$ cat src/sv/imu_serial_frame_parser_core_macros.svh
// Assertion macros for the IMU serial frame parser.
// Each macro expects clk_i and rst_ni in the scope where it is used.
`ifndef IMU_SERIAL_FRAME_PARSER_CORE_MACROS_SVH
`define IMU_SERIAL_FRAME_PARSER_CORE_MACROS_SVH

// Check a consequent in the same cycle as its antecedent.
`define IMUSFP_ASSERT_SAME(lbl, ante, cons, msg) \
  lbl: assert property (@(posedge clk_i) disable iff (!rst_ni) (ante) |-> (cons)) \
    else $error(msg);

// Check a consequent in the cycle after its antecedent.
`define IMUSFP_ASSERT_NEXT(lbl, ante, cons, msg) \
  lbl: assert property (@(posedge clk_i) disable iff (!rst_ni) (ante) |=> (cons)) \
    else $error(msg);

`endif

$ cat src/sv/imusfp_pkg.sv
// Shared constants for the IMU serial frame parser.
// No dependencies.
`timescale 1ns / 1ps
`default_nettype none

package imusfp_pkg;

  localparam int unsigned ByteW    = 8;
  localparam int unsigned ValueW   = 16;
  localparam int unsigned AgeW     = 16;
  localparam int unsigned ScaleW   = 12;
  localparam int unsigned RateW    = 28;
  localparam int unsigned CfgIdxW  = 2;
  localparam int unsigned CfgDataW = 16;
  localparam int unsigned IdxW     = 4;

  // frame layout: header, type, x, y, z (little endian), two spare bytes, checksum
  localparam logic [IdxW-1:0] LastDataIdx  = 4'd9;
  localparam logic [IdxW-1:0] ChecksumIdx  = 4'd10;
  localparam logic [IdxW-1:0] LastStoreIdx = 4'd7;

  localparam logic [ByteW-1:0] TypeAcc   = 8'h51;
  localparam logic [ByteW-1:0] TypeGyro  = 8'h52;
  localparam logic [ByteW-1:0] TypeEuler = 8'h53;

  localparam logic [1:0] EvFrameOk   = 2'd0;
  localparam logic [1:0] EvUnknown   = 2'd1;
  localparam logic [1:0] EvChecksum  = 2'd2;
  localparam logic [1:0] EvTick      = 2'd3;

  localparam logic [1:0] KindAcc   = 2'd0;
  localparam logic [1:0] KindGyro  = 2'd1;
  localparam logic [1:0] KindEuler = 2'd2;

  localparam logic [CfgIdxW-1:0] RegHeader  = 2'd0;
  localparam logic [CfgIdxW-1:0] RegTimeout = 2'd1;
  localparam logic [CfgIdxW-1:0] RegScale   = 2'd2;

  localparam logic [ByteW-1:0]  HeaderReset  = 8'd85;
  localparam logic [AgeW-1:0]   TimeoutReset = 16'd100;
  localparam logic [ScaleW-1:0] ScaleReset   = 12'd2000;

endpackage

`default_nettype wire

$ cat src/sv/imu_serial_frame_parser_core.sv
// Top level of the IMU serial frame parser: frame hunting, checksum, ages.
// Depends on imusfp_pkg and imu_serial_frame_parser_core_macros.svh.
//
//  channel  | handshake              | payload
//  ---------+------------------------+----------------------------------------
//  cfg      | cfg_we_i               | cfg_idx_i, cfg_data_i
//  in       | in_valid_i/in_ready_o  | action_i, rx_byte_i
//  out      | out_valid_o/out_ready_i| event_res_o .. euler_stale_o
//
// One item per cycle while in_ready_o is high; any result is in the output
// register in the cycle after its transfer. An item is taken whenever the
// output register is empty or is being emptied in the same cycle. The critical
// path is the 16x12 gyro scale multiply into the output register. Reset clears
// frame state, ages and the valid flag; frame bytes and results keep no reset.
`timescale 1ns / 1ps
`default_nettype none

`include "imu_serial_frame_parser_core_macros.svh"

module imu_serial_frame_parser_core (
  input  wire logic                                 clk_i,
  input  wire logic                                 rst_ni,
  input  wire logic                                 cfg_we_i,
  input  wire logic [imusfp_pkg::CfgIdxW-1:0]       cfg_idx_i,
  input  wire logic [imusfp_pkg::CfgDataW-1:0]      cfg_data_i,
  input  wire logic                                 in_valid_i,
  output logic                                      in_ready_o,
  input  wire logic                                 action_i,
  input  wire logic [imusfp_pkg::ByteW-1:0]         rx_byte_i,
  output logic                                      out_valid_o,
  input  wire logic                                 out_ready_i,
  output logic [1:0]                                event_res_o,
  output logic [1:0]                                frame_kind_o,
  output logic signed [imusfp_pkg::ValueW-1:0]      value_x_o,
  output logic signed [imusfp_pkg::ValueW-1:0]      value_y_o,
  output logic signed [imusfp_pkg::ValueW-1:0]      value_z_o,
  output logic signed [imusfp_pkg::RateW-1:0]       gyro_rate_q15_o,
  output logic                                      acc_stale_o,
  output logic                                      gyro_stale_o,
  output logic                                      euler_stale_o
);

  localparam int unsigned ByteW  = imusfp_pkg::ByteW;
  localparam int unsigned ValueW = imusfp_pkg::ValueW;
  localparam int unsigned AgeW   = imusfp_pkg::AgeW;
  localparam int unsigned ScaleW = imusfp_pkg::ScaleW;
  localparam int unsigned RateW  = imusfp_pkg::RateW;
  localparam int unsigned IdxW   = imusfp_pkg::IdxW;
  localparam int unsigned ProdW  = RateW + 1;

  // configuration
  logic [ByteW-1:0]  header_q;
  logic [AgeW-1:0]   timeout_q;
  logic [ScaleW-1:0] scale_q;

  // frame state
  logic              in_frame_q, in_frame_d;
  logic [IdxW-1:0]   byte_index_q, byte_index_d;
  logic [ByteW-1:0]  sum_q, sum_d;
  logic [ByteW-1:0]  frame_q [1:7];
  logic              store_en;

  logic [AgeW-1:0]   acc_age_q, acc_age_d;
  logic [AgeW-1:0]   gyro_age_q, gyro_age_d;
  logic [AgeW-1:0]   euler_age_q, euler_age_d;

  // result register
  logic              out_valid_q, out_valid_d;
  logic              res_fire;
  logic [1:0]        event_q, event_d;
  logic [1:0]        kind_q, kind_d;
  logic [ValueW-1:0] x_q, x_d, y_q, y_d, z_q, z_d;
  logic [RateW-1:0]  rate_q, rate_d;
  logic              acc_stale_q, gyro_stale_q, euler_stale_q;

  logic              accept;
  logic [ValueW-1:0] fx, fy, fz;
  logic [ByteW-1:0]  ftype;
  logic signed [ProdW-1:0] gyro_prod;
  logic signed [ProdW-1:0] gyro_neg;

  assign in_ready_o = !out_valid_q || out_ready_i;
  assign accept     = in_valid_i && in_ready_o;

  assign ftype = frame_q[1];
  assign fx    = {frame_q[3], frame_q[2]};
  assign fy    = {frame_q[5], frame_q[4]};
  assign fz    = {frame_q[7], frame_q[6]};

  assign gyro_prod = $signed(fz) * $signed({1'b0, scale_q});
  assign gyro_neg  = -gyro_prod;

  always_comb begin
    in_frame_d   = in_frame_q;
    byte_index_d = byte_index_q;
    sum_d        = sum_q;
    acc_age_d    = acc_age_q;
    gyro_age_d   = gyro_age_q;
    euler_age_d  = euler_age_q;
    store_en     = 1'b0;
    res_fire     = 1'b0;
    event_d      = imusfp_pkg::EvTick;
    kind_d       = imusfp_pkg::KindAcc;
    x_d          = '0;
    y_d          = '0;
    z_d          = '0;
    rate_d       = '0;
    if (accept) begin
      if (action_i) begin
        acc_age_d   = (acc_age_q == '1) ? acc_age_q : acc_age_q + AgeW'(1);
        gyro_age_d  = (gyro_age_q == '1) ? gyro_age_q : gyro_age_q + AgeW'(1);
        euler_age_d = (euler_age_q == '1) ? euler_age_q : euler_age_q + AgeW'(1);
        res_fire    = 1'b1;
        event_d     = imusfp_pkg::EvTick;
      end else if (!in_frame_q) begin
        if (rx_byte_i == header_q) begin
          in_frame_d   = 1'b1;
          sum_d        = rx_byte_i;
          byte_index_d = IdxW'(1);
        end
      end else if (byte_index_q <= imusfp_pkg::LastDataIdx) begin
        store_en     = (byte_index_q <= imusfp_pkg::LastStoreIdx);
        sum_d        = sum_q + rx_byte_i;
        byte_index_d = byte_index_q + IdxW'(1);
      end else begin
        in_frame_d   = 1'b0;
        byte_index_d = '0;
        sum_d        = '0;
        res_fire     = 1'b1;
        if (rx_byte_i != sum_q) begin
          event_d = imusfp_pkg::EvChecksum;
        end else if (ftype inside {imusfp_pkg::TypeAcc, imusfp_pkg::TypeGyro,
                                   imusfp_pkg::TypeEuler}) begin
          event_d = imusfp_pkg::EvFrameOk;
          x_d     = fx;
          y_d     = fy;
          z_d     = fz;
          case (ftype)
            imusfp_pkg::TypeAcc: begin
              kind_d    = imusfp_pkg::KindAcc;
              acc_age_d = '0;
            end
            imusfp_pkg::TypeGyro: begin
              kind_d     = imusfp_pkg::KindGyro;
              gyro_age_d = '0;
              rate_d     = gyro_neg[RateW-1:0];
            end
            default: begin
              kind_d      = imusfp_pkg::KindEuler;
              euler_age_d = '0;
            end
          endcase
        end else begin
          event_d = imusfp_pkg::EvUnknown;
        end
      end
    end
  end

  always_comb begin
    if (res_fire) begin
      out_valid_d = 1'b1;
    end else if (out_ready_i) begin
      out_valid_d = 1'b0;
    end else begin
      out_valid_d = out_valid_q;
    end
  end

  always_ff @(posedge clk_i or negedge rst_ni) begin
    if (!rst_ni) begin
      header_q     <= imusfp_pkg::HeaderReset;
      timeout_q    <= imusfp_pkg::TimeoutReset;
      scale_q      <= imusfp_pkg::ScaleReset;
      in_frame_q   <= 1'b0;
      byte_index_q <= '0;
      sum_q        <= '0;
      acc_age_q    <= '0;
      gyro_age_q   <= '0;
      euler_age_q  <= '0;
      out_valid_q  <= 1'b0;
    end else begin
      if (cfg_we_i) begin
        case (cfg_idx_i)
          imusfp_pkg::RegHeader:  header_q  <= cfg_data_i[ByteW-1:0];
          imusfp_pkg::RegTimeout: timeout_q <= cfg_data_i[AgeW-1:0];
          imusfp_pkg::RegScale:   scale_q   <= cfg_data_i[ScaleW-1:0];
          default: ;
        endcase
      end
      in_frame_q   <= in_frame_d;
      byte_index_q <= byte_index_d;
      sum_q        <= sum_d;
      acc_age_q    <= acc_age_d;
      gyro_age_q   <= gyro_age_d;
      euler_age_q  <= euler_age_d;
      out_valid_q  <= out_valid_d;
    end
  end

  always_ff @(posedge clk_i) begin
    if (store_en) begin
      frame_q[byte_index_q[2:0]] <= rx_byte_i;
    end
    if (res_fire) begin
      event_q       <= event_d;
      kind_q        <= kind_d;
      x_q           <= x_d;
      y_q           <= y_d;
      z_q           <= z_d;
      rate_q        <= rate_d;
      acc_stale_q   <= (acc_age_d >= timeout_q);
      gyro_stale_q  <= (gyro_age_d >= timeout_q);
      euler_stale_q <= (euler_age_d >= timeout_q);
    end
  end

  assign out_valid_o     = out_valid_q;
  assign event_res_o     = event_q;
  assign frame_kind_o    = kind_q;
  assign value_x_o       = $signed(x_q);
  assign value_y_o       = $signed(y_q);
  assign value_z_o       = $signed(z_q);
  assign gyro_rate_q15_o = $signed(rate_q);
  assign acc_stale_o     = acc_stale_q;
  assign gyro_stale_o    = gyro_stale_q;
  assign euler_stale_o   = euler_stale_q;

  `IMUSFP_ASSERT_SAME(a_hunt_idx_zero, !in_frame_q, byte_index_q == '0,
    "byte index not zero while hunting")
  `IMUSFP_ASSERT_SAME(a_frame_idx_range, in_frame_q,
    (byte_index_q != '0) && (byte_index_q <= imusfp_pkg::ChecksumIdx),
    "byte index out of range inside a frame")
  `IMUSFP_ASSERT_NEXT(a_tick_reports, accept && action_i,
    out_valid_q && (event_q == imusfp_pkg::EvTick),
    "tick transfer gave no tick report")
  `IMUSFP_ASSERT_SAME(a_non_ok_zero,
    out_valid_q && (event_q != imusfp_pkg::EvFrameOk),
    (x_q == '0) && (y_q == '0) && (z_q == '0) && (rate_q == '0) &&
    (kind_q == imusfp_pkg::KindAcc),
    "payload not cleared on a non-frame result")

endmodule

`default_nettype wire
$ cat config.mk
export PLATFORM = sky130hd
export DESIGN_NAME = imu_serial_frame_parser_core
export DESIGN_NICKNAME = d
export VERILOG_FILES = /design/src/sv/imusfp_pkg.sv /design/src/sv/imu_serial_frame_parser_core.sv
export VERILOG_INCLUDE_DIRS = /design/src /design/src/sv
export SDC_FILE = /design/constraint.sdc
export NUM_CORES = 1
export LEC_CHECK = 0
export BUFFER_PORTS_ARGS = -buffer_cell sky130_fd_sc_hd__buf_2
export CORE_UTILIZATION = 25
export CTS_CLUSTER_SIZE = 28
export DETAILED_ROUTE_END_ITERATION = 10
export GPL_ROUTABILITY_DRIVEN = 0
export SLEW_MARGIN = 25
export SYNTH_ARGS = -nofsm -noshare
export SYNTH_HDL_FRONTEND = slang
export SYNTH_SLANG_ARGS = --single-unit
$ cat constraint.sdc
create_clock -name clk_i -period 9.2 [get_ports clk_i]
set_clock_uncertainty 0.15 [all_clocks]
set_input_delay 1.84 -clock clk_i [delete_from_list [all_inputs] [get_ports clk_i]]
set_output_delay 1.84 -clock clk_i [all_outputs]
set_load 0.05 [all_outputs]
# After elaboration in Yosys (flattened, before gate mapping)
# Memory sizes are Yosys's and may differ from the RTL's. A register that Yosys moved wholly into a read port is not among the register bits.
# Index checks and enable logic that the tools add are counted.
[totals] romBits=0 in_bits=32 ff_bits=149 word_cells=111 latch_bits=0 ramBits=56 output_inout_bits=85 n_memories=1
[memory_table] name="frame_q" words=7 width=8 rd=7 rd_ports_with_merged_regs=4 wr=1 line="imu_serial_frame_parser_core.sv:60" text="logic [ByteW-1:0] frame_q [1:7];"
[classes] div=0 n_addsub=6 n_mux=48 bitwise_logic=5 n_eq_ne=10 n_mul=1 magnitude_cmp=5 reduce_logical=17 shifts=0
[ops] op="16-bit 2-to-1 mux" count=24
[ops] op="16-bit by 1-bit adder with 16-bit output, second input constant" count=3
[ops] op="16-bit equality test, second input constant" count=3
[ops] op="16-bit greater-or-equal comparator" count=3
[ops] op="16-bit by 13-bit multiplier with 28-bit output" count=1
[ops] op="28-bit negator" count=1
[ops] op="8-bit by 7-bit equality test with 1-bit output, second input constant" count=3
[ops] op="8-bit 2-to-1 mux" count=3
[ops] op="1-bit 2-to-1 mux" count=17
[ops] op="4-bit 2-to-1 mux" count=3
[ops] op="8-bit adder" count=1
[ops] op="8-bit equality test" count=1
[ops] op="8-bit != test" count=1
[ops] op="2-bit AND reduction" count=4
[ops] op="7-bit OR reduction" count=1
[ops] op="6-bit OR reduction" count=1
[ops] op="1-bit inverter" count=5
[ops] op="5-bit OR reduction" count=1
[ops] op="4-bit by 1-bit adder with 4-bit output, second input constant" count=1
[ops] op="4-bit by 3-bit less-or-equal comparator with 1-bit output, second input constant" count=1
[ops] op="4-bit less-or-equal comparator, second input constant" count=1
[ops] op="2-bit one-hot mux with 2 select lines" count=1
[ops] op="2-bit nonzero test" count=2
[ops] op="4-bit OR reduction" count=1
[ops] op="other kinds (9)" count=9

# Logic depth before layout (Yosys ltp)
# Gate-level depths: netlist (run 1).
# An unclocked memory read counts as a cell.
[depth] ltp_word=11 mapped_depth=23

# Worst setup path after synthesis (run 1)
# Ideal clock, no wire load.
[synth_timing] path_kind="reg2reg" from="register scale_q[4]" to="register rate_q[27] (netlist: gyro_rate_q15_o[27]) (data pin)" setup_ns=0.256 arrival_time_ns=5.778 period_less_slack_ns=6.184 path_buffers=1 stages_incl_launch_ff=22 setup_slack_ns=3.016 path_cell_list="dfstp_2 > clkbuf_1 > nand2_1 > fa_1 > inv_1 > fa_1 > inv_1 > fa_1 > fa_1 > fa_1 > inv_1 > fa_1 > inv_1 > ha_1 > nand3_2 > nor4_2 > nor3_2 > a2111oi_4 > a311oi_2 > o21ai_2 > xnor2_1 > nor2_1"
[synth_via] elab_chain_len=2
[synth_lines] item="start, declared" line="imu_serial_frame_parser_core.sv:54" text="logic [ScaleW-1:0] scale_q;"
[synth_lines] item="start signal, assigned" line="imu_serial_frame_parser_core.sv:174" text="scale_q <= imusfp_pkg::ScaleReset;"
[synth_lines] item="start signal, assigned" line="imu_serial_frame_parser_core.sv:187" text="imusfp_pkg::RegScale: scale_q <= cfg_data_i[ScaleW-1:0];"
[synth_lines] item="16-bit by 13-bit multiplier with 28-bit output" line="imu_serial_frame_parser_core.sv:90" text="assign gyro_prod = $signed(fz) * $signed({1'b0, scale_q});"
[synth_lines] item="28-bit negator" line="imu_serial_frame_parser_core.sv:91" text="assign gyro_neg = -gyro_prod;"
[synth_lines] item="end signal, assigned" line="imu_serial_frame_parser_core.sv:211" text="rate_q <= rate_d;"
[synth_lines] item="end, declared" line="imu_serial_frame_parser_core.sv:73" text="logic [RateW-1:0] rate_q, rate_d;"
# Every way passes these cells.
# A chain may end at the register's enable or synchronous reset.

# Final worst setup path (run 1)
[layout_timing] from="register scale_q[2]" to="register rate_q[26] (netlist: gyro_rate_q15_o[26]) (data pin)"
# The elaborated chain is that of the path after synthesis.

==> impl_metrics.env, run 1 <==
export IMPL_flow_area_growth_from_synthesis_pct=14.0
export IMPL_hold_worst_slack_ns=0.355
export IMPL_run_status="complete, but fails checks"
export IMPL_netlist_top_cells_area="edfxtp_1 22%, fa_1 19%, dfrtp_1 11%"
export IMPL_firstDrtPassIters=8
export IMPL_grt_first_pass_wirelength_mm=71.2
export IMPL_max_cap_violations=0
export IMPL_clk_root_buffer_cell="clkbuf_16"
export IMPL_max_slew_margin=0.427
export IMPL_io_pin_count=117
export IMPL_worstSkewPairLatency_ns=0.57
export IMPL_min_period_over_period=0.729
export IMPL_yosys_top_cell_by_area="edfxtp_1"
export IMPL_die_height_microns=275
export IMPL_tritoncts_num_buffers=28
export IMPL_setup_violation_total_in_the_final_timing_report=0
export IMPL_ant_nets=0
export IMPL_synth_seq_cells=237
export IMPL_crit_required_ns=9.35
export IMPL_postSynthCellCount=1793
export IMPL_number_of_nets_produced_by_synthesis=2148
export IMPL_starting_density_of_the_core=0.254
export IMPL_post_cts_resize_count=0
export IMPL_design_core_area_sq_um=73300
export IMPL_wl_per_cell_microns=15.9
export IMPL_die_w_microns=275
export IMPL_grt_antenna_before_repair=2
export IMPL_gr_total_overflow=0
export IMPL_detailed_place_hpwl_mm=34.2
export IMPL_clock_fmax_mhz=149
export IMPL_maxSlewViolCount=0
export IMPL_cts_tree="done"
export IMPL_routed_via_count=12800
export IMPL_yosys_warnings=0
export IMPL_synth_edff_count=139
export IMPL_portBuffers=116
export IMPL_number_of_drc_markers_in_iteration_0=812
export IMPL_hold_buffers=0
export IMPL_worstPathMaxFanout=17
export IMPL_placed_cells_incl_taps=2812
export IMPL_vias_in_the_first_global_route=12600
export IMPL_worst_ep_arrival_time_ns=6.86
export IMPL_syn_area_sq_um=18600
export IMPL_drcViolationCount=10
export IMPL_setup_worst_path_class="flop to flop"
export IMPL_rsz0062_at_grt="no"
export IMPL_die_area_sq_um=75500
export IMPL_grt_start_max_net_pins=57
export IMPL_final_cell_count_no_fill=2864
export IMPL_ys_async_sr_fraction=0.414
export IMPL_route_final_wire_length_mm=45.6
export IMPL_share_of_the_synthesized_area_in_the_top_cell_type=0.224
export IMPL_synthesis_area_per_instance_sq_um=10.4
export IMPL_min_delay_path_class="flop to flop"
export IMPL_cts_max_level=1
export IMPL_violations="design-rule violations"
export IMPL_tightestPinTransition_ns=0.856
export IMPL_final_hold_vios=0
export IMPL_postCtsSetupRepairBufs=0
export IMPL_synthFlopType="edfxtp_1"
export IMPL_yosys_cell_types_count=70
export IMPL_drive_above_1_share=0.130
export IMPL_drt_vias_per_instance=4.47
export IMPL_clkSlewWorstSetupHoldPaths_ns=0.06
export IMPL_synth_yosys_seq_area_share=0.357
export IMPL_type_of_destination_of_the_critical_path="flop"
export IMPL_timing_final_crit_period_ns=6.71
export IMPL_clkSinkCount=237
export IMPL_globalRouteTotalUtil=0.121
export IMPL_core_rowCount=99
export IMPL_final_nets=2238
export IMPL_timing_critical_path_from_type="flop"
export IMPL_setup_tns_final_ns=0
export IMPL_clock_tree_buffer_depth=3
## synthesized netlist by cell type, drive strengths merged (6+ instances only)
master / instances
nand3: 29
a31oi: 16
dfrtp: 85
a21o: 20
a22oi: 6
a211oi: 6
nand2: 150
buf: 9
xor2: 14
fa: 181
nor2: 80
nor2b: 10
and2: 163
nor3: 23
and3: 16
edfxtp: 139
xnor2: 32
nand2b: 7
nand4: 30
o21a: 7
inv: 299
dfstp: 13
mux2: 36
a21oi: 67
or3: 7
ha: 142
o21ai: 85
clkbuf: 55
nor4: 12
## metal layers
metal,wire length [microns],share of wire,global-route usage
met5,0,0,0
met3,1840,0.040,0.0176
met2,22000,0.48,0.203
met1,20900,0.46,0.166
met4,848,0.019,0.0224
## per-stage QoR
step | utilization | instance area, sq um | setup slack [ns]
floorplan | - | 18600 | 3.02
global placement | 0.276 | 20200 | 2.49
detailed placement | 0.276 | 20200 | 2.48
CTS | 0.289 | 21200 | 2.46
global route | 0.289 | 21200 | 2.17
finish | 0.289 | 21200 | 2.49
## worst max-delay path, cell delays in order, from the launching register on
cell      delay [ns]
dfrtp_1         0.71
nand2_1         0.16
fa_1            0.55
inv_1           0.05
fa_1            0.47
inv_1           0.05
fa_1            0.48
fa_1            0.51
fa_1            0.49
inv_1           0.05
fa_1            0.53
inv_1           0.04
ha_1            0.37
a211oi_1        0.28
nor2_1          0.11
o41ai_1         0.47
a21oi_1         0.14
nor3_1          0.43
o21ai_0         0.18
xnor2_1         0.16
nor2_1          0.06
## cell usage in the layout (no fill, tap or decap), types with 6 or more instances in the layout
master	n
ha_1	142
xor2_1	14
xnor2_1	32
nand3_1	28
fa_1	181
o21a_1	7
a21oi_1	66
clkbuf_16	30
nand2b_1	7
dfstp_2	13
inv_1	297
buf_2	115
edfxtp_1	139
o21ai_0	82
nand4_1	29
a21o_1	20
nor2b_1	10
buf_4	9
and3_1	16
mux2_2	36
nor3_1	18
a31oi_1	16
nand2_1	149
nor4_1	9
and2_1	162
a22oi_1	6
dfrtp_1	85
nor2_1	79
or3_1	6
a211oi_1	6
## final timing paths
path / depth (start not counted) / start / end / slack, ns
setup / recovery: 20 / scale_q[2] / gyro_rate_q15_o[26] / 2.49
hold / removal: 1 / timeout_q[4] / timeout_q[4] / 0.36
setup reg to reg: 20 / scale_q[2] / gyro_rate_q15_o[26] / 2.49
hold reg to reg: 1 / timeout_q[4] / timeout_q[4] / 0.36
max in group asynchronous: 2 / rst_ni / scale_q[5] / 6.58
min in group asynchronous: 1 / rst_ni / out_valid_o / 1.13
## cell families after synthesis
group,count (synthesis),synth area share
adders and majority gates,323,0.290
DFF,237,0.357
buffers and inverters,363,0.0738
muxes,41,0.0245
AOI/OAI and AO/OA,237,0.0778
xor gates and xnor gates,46,0.0216
and+or+nand+nor,546,0.155
## state kept, by name, summed over array words and instances (netlist names), 2 cells and up
register	count
acc_age_q	16
byte_index_q	4
euler_age_q	16
event_res_o	2
frame_kind_o	2
frame_q	56
gyro_age_q	16
gyro_rate_q15_o	28
header_q	8
scale_q	12
sum_q	8
timeout_q	16
value_x_o	16
value_y_o	16
value_z_o	16
## area by class of cell
class	instances	area, sq um
antenna	1	2.50
clock buffer	38	831
clock inverter	13	158
fill	7659	52100
inverter	299	1120
multi-input combinational	1193	10600
sequential	237	6640
tap	959	1200
timing repair buffer	124	643
Power of run 1 is left out: the tool's default activity adds up to more than one toggle a clock period on the data nets, which glitch-free logic cannot reach.
==> run 2: changes to the inputs <==
ABC_AREA = 1   (was not set)
clock period = 6.5 ns   (was 9.2 ns; I/O delays follow)
==> impl_metrics.env, run 2 <==
export IMPL_setup_tns_final_ns=0
export IMPL_cts_tree="done"
export IMPL_maxSlewViolCount=0
export IMPL_clock_fmax_mhz=164
export IMPL_max_slew_margin=0.380
export IMPL_tritoncts_num_buffers=29
export IMPL_yosysMostFrequentCell="inv_1"
export IMPL_crit_required_ns=6.68
export IMPL_yosys_warnings=0
export IMPL_max_cap_violations=0
export IMPL_setup_violation_total_in_the_final_timing_report=0
export IMPL_most_frequent_cells_in_the_layout="583 x inv_1, 507 x nand2_1, 181 x fa_1, 167 x nor2_1, 142 x ha_1"
export IMPL_gr_total_overflow=0
export IMPL_crit_chain="buf_4 > nand2_1 > inv_1 > fa_1 > inv_1 > fa_1 > fa_1 > fa_1 > fa_1 > inv_1 > fa_1 > inv_1 > ha_1 > nand2_1 > inv_1 > nand2_1 > nor3_1 > nand4_1 > nand3_1 > nand2_1 > inv_1 > nor2_1"
export IMPL_io_pin_count=117
export IMPL_die_w_microns=285
export IMPL_clkSlewWorstSetupHoldPaths_ns=0.06
export IMPL_cts_max_level=1
export IMPL_synth_seq_cells=237
export IMPL_detailed_place_hpwl_mm=39.9
export IMPL_grt_antenna_before_repair=1
export IMPL_share_of_the_synthesized_area_in_the_top_cell_type=0.209
export IMPL_final_hold_vios=0
export IMPL_layout_core_utilization=0.288
export IMPL_final_common_cell="inv_1"
export IMPL_cp_slowest_cell="edfxtp_1"
export IMPL_drt_vias_per_instance=4.31
export IMPL_portBuffers=116
export IMPL_drcViolationCount=0
export IMPL_route_final_wire_length_mm=51.9
export IMPL_diodes=0
export IMPL_die_height_microns=285
export IMPL_largest_family_of_logic_cells_by_synthesized_area="adder cells"
export IMPL_wl_per_cell_microns=14.7
export IMPL_worst_ep_arrival_time_ns=6.28
export IMPL_number_of_nets_produced_by_synthesis=2725
export IMPL_firstDrtPassIters=5
export IMPL_final_nets=2821
export IMPL_fillerInstances=8475
export IMPL_syn_area_sq_um=20000
export IMPL_regArea_sq_um=6650
export IMPL_routed_via_count=15300
export IMPL_ant_nets=0
export IMPL_min_period_over_period=0.939
export IMPL_yosys_top_cell_by_area="edfxtp_1"
export IMPL_timing_final_crit_period_ns=6.11
export IMPL_min_delay_path_class="flop to flop"
export IMPL_ys_async_sr_fraction=0.414
export IMPL_type_of_destination_of_the_critical_path="flop"
export IMPL_post_synth_most_frequent_cells="583 x inv_1, 508 x nand2_1, 181 x fa_1"
export IMPL_cpPeakStageDelay_ns=0.64
export IMPL_grt_first_pass_wirelength_mm=83.4
export IMPL_number_of_drc_markers_in_iteration_0=1144
export IMPL_mux_share_of_post_synthesis_cell_area=0
export IMPL_flow_area_growth_from_synthesis_pct=13.7
export IMPL_yosys_cell_types_count=53
export IMPL_largest_register_ffs=56
export IMPL_synthesized_area_fraction_occupied_by_ao_oa_aoi_and_oai_cells=0.0633
export IMPL_synth_simple_area_share=0.198
export IMPL_synth_edff_count=139
export IMPL_clkSinkCount=237
export IMPL_worstSkewPairLatency_ns=0.59
export IMPL_clock_tree_buffer_depth=3
export IMPL_setup_worst_path_class="flop to flop"
export IMPL_synth_yosys_seq_area_share=0.332
export IMPL_synthFlopType="edfxtp_1"
export IMPL_clk_root_buffer_cell="clkbuf_16"
export IMPL_drive_above_1_share=0.109
export IMPL_post_synth_xor_area_fraction=0.0105
export IMPL_vias_in_the_first_global_route=15500
export IMPL_postSynthCellCount=2370
export IMPL_synthesis_area_per_instance_sq_um=8.45
export IMPL_tightestPinTransition_ns=0.927
export IMPL_design_core_area_sq_um=79100
export IMPL_worstPathMaxFanout=8
export IMPL_core_rowCount=103
export IMPL_synthAdderAreaFrac=0.270
export IMPL_multi_input_comb_area_sq_um=10900
export IMPL_netlist_top_cells_area="edfxtp_1 21%, fa_1 18%, inv_1 11%"
export IMPL_timing_critical_path_from_type="flop"
export IMPL_globalRouteTotalUtil=0.129
export IMPL_die_area_sq_um=81200
export IMPL_grt_start_max_net_pins=62
export IMPL_rsz0062_at_grt="no"
export IMPL_starting_density_of_the_core=0.253
export IMPL_run_status="completed"
==> run 2: kinds of logic (layout without fill, tap and decap cells) <==
family | after synthesis | count (layout)
fa+ha+maj | 323 | 323
simple gates | 889 | 889
buf+inv | 661 | 779
compound gates | 236 | 236
xor+xnor | 24 | 24
flops | 237 | 237
==> run 2: cell type report <==
class / instances / area share
Clock inverter: 19 / 0.0109
Sequential cell: 237 / 0.292
Timing Repair Buffer: 129 / 0.0299
Inverter: 597 / 0.0987
Multi-Input combinational cell: 1472 / 0.478
Tap cell: 1050 / 0.0577
Clock buffer: 34 / 0.0327
==> run 2: worst paths after layout <==
| kind | startpoint | end | slack, ns | depth (start not counted) |
|---|---|---|---|---|
| hold / removal | timeout_q[8] | timeout_q[8] | 0.33 | 2 |
| hold reg to reg | timeout_q[8] | timeout_q[8] | 0.33 | 2 |
| max in group asynchronous | rst_ni | scale_q[3] | 4.37 | 2 |
| setup reg to reg | frame_q[7][5] | gyro_rate_q15_o[20] | 0.39 | 22 |
| setup / recovery | frame_q[7][5] | gyro_rate_q15_o[20] | 0.39 | 22 |
| min in group asynchronous | rst_ni | timeout_q[13] | 0.54 | 1 |
==> run 2: layer usage <==
metal	vias to the layer above	wire length [microns]	GRT usage
met4	0	1170	0.0305
met2	398	25200	0.223
li1	7453	-	-
met5	-	0	0
met3	77	2540	0.0175
met1	7333	23000	0.170
==> run 2: critical path, delay by kind of cell (launching register included) <==
| kind | cells | cell delay, ns |
|---|---|---|
| flops | 1 | 0.64 |
| fa+ha+maj | 7 | 3.41 |
| buf+inv | 7 | 0.60 |
| simple gates | 8 | 1.03 |
==> run 2: through the flow <==
| stage | hold WS [ns] | std cells | instance area [sq um] | setup slack, ns |
|---|---|---|---|---|
| 6_report | 0.334 | 3538 | 22800 | 0.394 |
| 5_1_grt | 0.373 | 3538 | 22800 | 0.0298 |
| 4_1_cts | 0.338 | 3535 | 22700 | 0.252 |
| 3_5_place_dp | 0.323 | 3482 | 21700 | 0.276 |
| 3_3_place_gp | 0.316 | 3482 | 21700 | 0.269 |
| 2_1_floorplan | 0.303 | 2370 | 20000 | 0.733 |
==> run 2: timing repair <==
item                       in CTS  in global routing
buffers inserted                0                  3
hold buffers                    0                  0
resized for setup               0                  2
setup endpoints to repair       0                  7
Power of run 2 is left out for the same reason.
